<file path="src/rtl/dmtt_pkg.sv">
// Shared types, codes and sizing constants for the delayed message timer table.
package dmtt_pkg;

   // Default number of message slots in the table.
   localparam int DMTT_SLOT_COUNT = 32;

   // Depth of the command queue between the front and the engine.
   localparam int DMTT_QUEUE_DEPTH = 2;

   // Input action codes.
   localparam logic ACTION_SCHEDULE = 1'b0;
   localparam logic ACTION_TICK     = 1'b1;

   // Result kind codes.
   localparam logic [1:0] KIND_SCHEDULED = 2'd0;
   localparam logic [1:0] KIND_REJECTED  = 2'd1;
   localparam logic [1:0] KIND_DELIVERED = 2'd2;

   // One classified command as it waits in the queue.
   typedef struct packed {
      logic        is_tick;
      logic [31:0] delay;
      logic [31:0] target;
      logic [31:0] arg_one;
      logic [31:0] arg_two;
      logic [31:0] arg_three;
   } cmd_type;

   // One entry of the slot memory.
   typedef struct packed {
      logic [31:0] deadline;
      logic [31:0] target;
      logic [31:0] word_one;
      logic [31:0] word_two;
      logic [31:0] word_three;
   } slot_type;

   // Engine sequencer states.
   typedef enum logic [1:0] {
      ST_IDLE,
      ST_SCHED,
      ST_TICK,
      ST_FLUSH
   } engine_state_type;

endpackage

</file>
<file path="src/rtl/dmtt_front.sv">
// Input front end: accepts request words, classifies them and queues them for the engine.
module dmtt_front (
   input  logic             clock,
   input  logic             reset,
   input  logic             req_valid,
   output logic             req_stall,
   input  logic             req_action,
   input  logic [31:0]      req_delay,
   input  logic [31:0]      req_target,
   input  logic [31:0]      req_arg_one,
   input  logic [31:0]      req_arg_two,
   input  logic [31:0]      req_arg_three,
   output logic             q_vld,
   input  logic             q_pop,
   output dmtt_pkg::cmd_type q_cmd
);
   import dmtt_pkg::*;

   localparam int PTR_W = (DMTT_QUEUE_DEPTH > 1) ? $clog2(DMTT_QUEUE_DEPTH) : 1;
   localparam int CNT_W = $clog2(DMTT_QUEUE_DEPTH + 1);
   localparam logic [PTR_W-1:0] PTR_LAST = PTR_W'(DMTT_QUEUE_DEPTH - 1);
   localparam logic [CNT_W-1:0] CNT_FULL = CNT_W'(DMTT_QUEUE_DEPTH);

   cmd_type        queue_ff [DMTT_QUEUE_DEPTH];
   logic [PTR_W-1:0] wr_ptr_ff, wr_ptr_in;
   logic [PTR_W-1:0] rd_ptr_ff, rd_ptr_in;
   logic [CNT_W-1:0] count_ff, count_in;
   logic           push;
   cmd_type        new_cmd;

   assign req_stall = (count_ff == CNT_FULL);
   assign push      = req_valid && !req_stall;
   assign q_vld     = (count_ff != '0);
   assign q_cmd     = queue_ff[rd_ptr_ff];

   always_comb begin
      new_cmd.is_tick   = (req_action == ACTION_TICK);
      new_cmd.delay     = req_delay;
      new_cmd.target    = req_target;
      new_cmd.arg_one   = req_arg_one;
      new_cmd.arg_two   = req_arg_two;
      new_cmd.arg_three = req_arg_three;
   end

   always_comb begin
      wr_ptr_in = wr_ptr_ff;
      rd_ptr_in = rd_ptr_ff;
      count_in  = count_ff;
      if (push) begin
         wr_ptr_in = (wr_ptr_ff == PTR_LAST) ? '0 : wr_ptr_ff + PTR_W'(1);
      end
      if (q_pop) begin
         rd_ptr_in = (rd_ptr_ff == PTR_LAST) ? '0 : rd_ptr_ff + PTR_W'(1);
      end
      if (push && !q_pop) begin
         count_in = count_ff + CNT_W'(1);
      end else if (!push && q_pop) begin
         count_in = count_ff - CNT_W'(1);
      end
   end

   always_ff @(posedge clock) begin
      if (reset) begin
         wr_ptr_ff <= '0;
         rd_ptr_ff <= '0;
         count_ff  <= '0;
      end else begin
         wr_ptr_ff <= wr_ptr_in;
         rd_ptr_ff <= rd_ptr_in;
         count_ff  <= count_in;
      end
   end

   always_ff @(posedge clock) begin
      if (push) begin
         queue_ff[wr_ptr_ff] <= new_cmd;
      end
   end

endmodule

</file>
<file path="config.mk">
export PLATFORM = sky130hd
export DESIGN_NAME = dmtt_front
export DESIGN_NICKNAME = d
export VERILOG_FILES = /design/src/rtl/dmtt_pkg.sv /design/src/rtl/dmtt_front.sv
export SDC_FILE = /design/constraint.sdc
export NUM_CORES = 1
export LEC_CHECK = 0
export ABC_AREA = 1
export ABC_CLOCK_PERIOD_IN_PS = 9700
export BUFFER_PORTS_ARGS = -buffer_cell sky130_fd_sc_hd__clkbuf_2
export CORE_UTILIZATION = 49
export CTS_BUF_LIST = sky130_fd_sc_hd__clkbuf_8
export CTS_CLUSTER_DIAMETER = 60
export DETAILED_ROUTE_END_ITERATION = 6
export GPL_ROUTABILITY_DRIVEN = 0
export PLACE_DENSITY_LB_ADDON = 0.25
export SETUP_SLACK_MARGIN = 0.1
export SLEW_MARGIN = 20
export SYNTH_ARGS = -nofsm -noshare
export SYNTH_HDL_FRONTEND = slang
export SYNTH_SLANG_ARGS = --single-unit
</file>
<file path="constraint.sdc">
create_clock -name clock -period 9.7 [get_ports clock]
set_input_delay 2.425 -clock clock [delete_from_list [all_inputs] [get_ports clock]]
set_output_delay 2.425 -clock clock [all_outputs]
set_load 0.01 [all_outputs]
</file>
==> results.toml <==
[layout]
layout.cells.non_filler = 1267
drive_gt1_frac = 0.591
syn2layout_area_growth_pct = 23.6
finalNetCount = 1070
fin_area_um2 = 15100
final_util = 0.619
n_antenna_cell = 0

[detailed_routing]
drt_iter0_markers = 301
wl_per_cell_um = 17.4
wl_met2_um = 10700
drcViolationCount = 0
highest_layer = "met4"
totalWireLength_um = 22100
dr.pass1.iters = 6
vias = 6171
dr_wl_met3_um = 2210
wl_met1_um = 8740
vias_per_cell = 4.87
antenna_left = 0

[worst_setup_path]
r2r_slack_ps = 7040
max_stage_delay_ps = 930
cp-start-kind = "flip-flop"
end_kind = "primary output"
required_ps = 7280
crit_arrival_ps = 2920
worstPathMaxFanout = 64
worstPathCellList = "buf_4 > mux2_2 > clkbuf_2"
slowest_stage = "dfxtp_4"
criticalPathCategory = "flip-flop to primary output"

[placement]
io_buffers = 327
dpl_cell_area_um2 = 14200
place_ws_ps = 4820
dp.cells = 1175
dp_hpwl_um = 14300

[global_route]
grt_pass1_wl_um = 33100
globalRoute.totalOverflow = 0
grt_antenna_before_repair = 0
grt_max_degree = 76
grt_pass1_vias = 6347
track_usage = 0.168

[clock_tree]
htreeDepth = 2
postCtsSetupBuffers = 0
clockBufferDepth = 3
cts.reportedPaths.clkPinSlew_ps = 60
cts_buffers = 51
cts_resized = 0
cts_sinks = 327
cts_tree = "built"
ctsRootBufferMaster = "clkbuf_8"
clk_latency_ps = 550
holdBufCountCts = 0

[floorplanning]
std_cell_rows = 57
die_y_um = 160
die_w_um = 160
core_um2 = 24400
die-area_um2 = 25600
initial_utilization = 0.501
boundaryPins = 328

[timing]
fin_ws_ps = 4350
hold_violations = 0
fin_crit_sh = 0.551
worstMarginPinSlew_ps = 1030
fmax_mhz = 187
holdWs_ps = 523
fin_skew_ps = 16.9
period_needed_ps = 5350
relSlewSlack = 0.314
grt_setup_unrepaired = "false"
setup_viol = 0
tns_ps = 0
final_max_slew_viol_count = 0

[synth]
synth_commonest_cells = "322 x edfxtp_1, 90 x mux2_4, 71 x mux2_2, 11 x buf_6, 9 x inv_1"
syn_area_per_cell_um2 = 22.8
synthesis.nets = 702
syn_area_um2 = 12200
synth-seq-area-share = 0.800
synth_top_area_share = 0.792
synth-async-reset-ratio = 0
synth_ff_type = "edfxtp_1"
ys_warn_count = 0
synth.area.top_cells = "edfxtp_1 79%, mux2_4 11%, mux2_2 6.5%, buf_6 1.0%, dfxtp_1 0.82%"
netlist-cell-type-count = 15
synth_area_leader_cell = "edfxtp_1"
synthCells = 536
synth.ff_latch_count = 327
synth_most_common_cell = "edfxtp_1"
synth_edf_count = 322

[power]
p_total_mw = 3.18
power.leakage_nw = 6.02
ir_drop_v = 0.000125
powerDensity_nw_per_um2 = 211

[hold_path]
hold_path_class = "flip-flop to flip-flop"

[flow_run]
maxCapViolCount = 0

[status]
status = "finished, final reports clean"
-- where the power goes --
part | internal [mW] | total [mW] | switching, mW | leakage, nW
logic | 0.200 | 0.418 | 0.218 | 2.42
clock network | 0.551 | 1.04 | 0.489 | 0.559
registers | 1.69 | 1.72 | 0.0350 | 3.04
-- path summary, 6_finish.rpt --
kind,cells past startpoint,to,from
worst min register to register,2,rd_ptr_ff,rd_ptr_ff
worst max register to register,4,queue_ff[1][137],count_ff[1]
worst min-delay path,2,rd_ptr_ff,rd_ptr_ff
worst max-delay path,3,q_cmd[138],flip-flop
-- final cells by class --
type,count,area (um2)
Tap cell,324,405
Fill cell,1828,9290
Multi-Input combinational cell,182,2270
Clock buffer,52,716
Inverter,9,33.8
Timing Repair Buffer,333,1680
Sequential cell,327,9770
Clock inverter,40,220
-- cells in the final DEF (no fill, tap or decap), types with 2 or more instances in the layout --
cell	instances
bufinv_16	2
mux2_2	71
inv_1	32
edfxtp_1	322
clkinv_2	3
clkbuf_8	52
o21ai_0	3
clkinv_1	9
nor2_4	2
nor2_1	6
clkbuf_2	327
buf_4	6
dfxtp_1	4
nand2_1	5
mux2_4	90
-- critical path, delay by kind of cell, from the launching register on --
| kind | cells | cell delay [ps] |
|---|---|---|
| flops | 1 | 930 |
| mux | 1 | 410 |
| buf+inv | 2 | 960 |
-- sequential cells by signal, summed over array words and instances, names as in the netlist, named ones only --
| register | flops |
|---|---|
| queue_ff | 322 |
| count_ff | 2 |
| rd_ptr_ff | 1 |
| wr_ptr_ff | 1 |
-- metal layers --
layer  vias up  track usage
met4         0       0.0554
li1       2864            -
met5         -            0
met2       272        0.279
met3        40       0.0660
met1      2995        0.201
-- cell families after synthesis --
| kind of cell | share of synthesized area |
|---|---|
| AND/OR/NAND/NOR | 0.00492 |
| XOR/XNOR | 0.000717 |
| AO/OA/AOI/OAI | 0.00164 |
| multiplexers | 0.176 |
| buffers and inverters | 0.0158 |
| flip-flops | 0.800 |
| adder cells (fa/ha/maj) | 0.00102 |
Power figures use the tool's default switching activity.
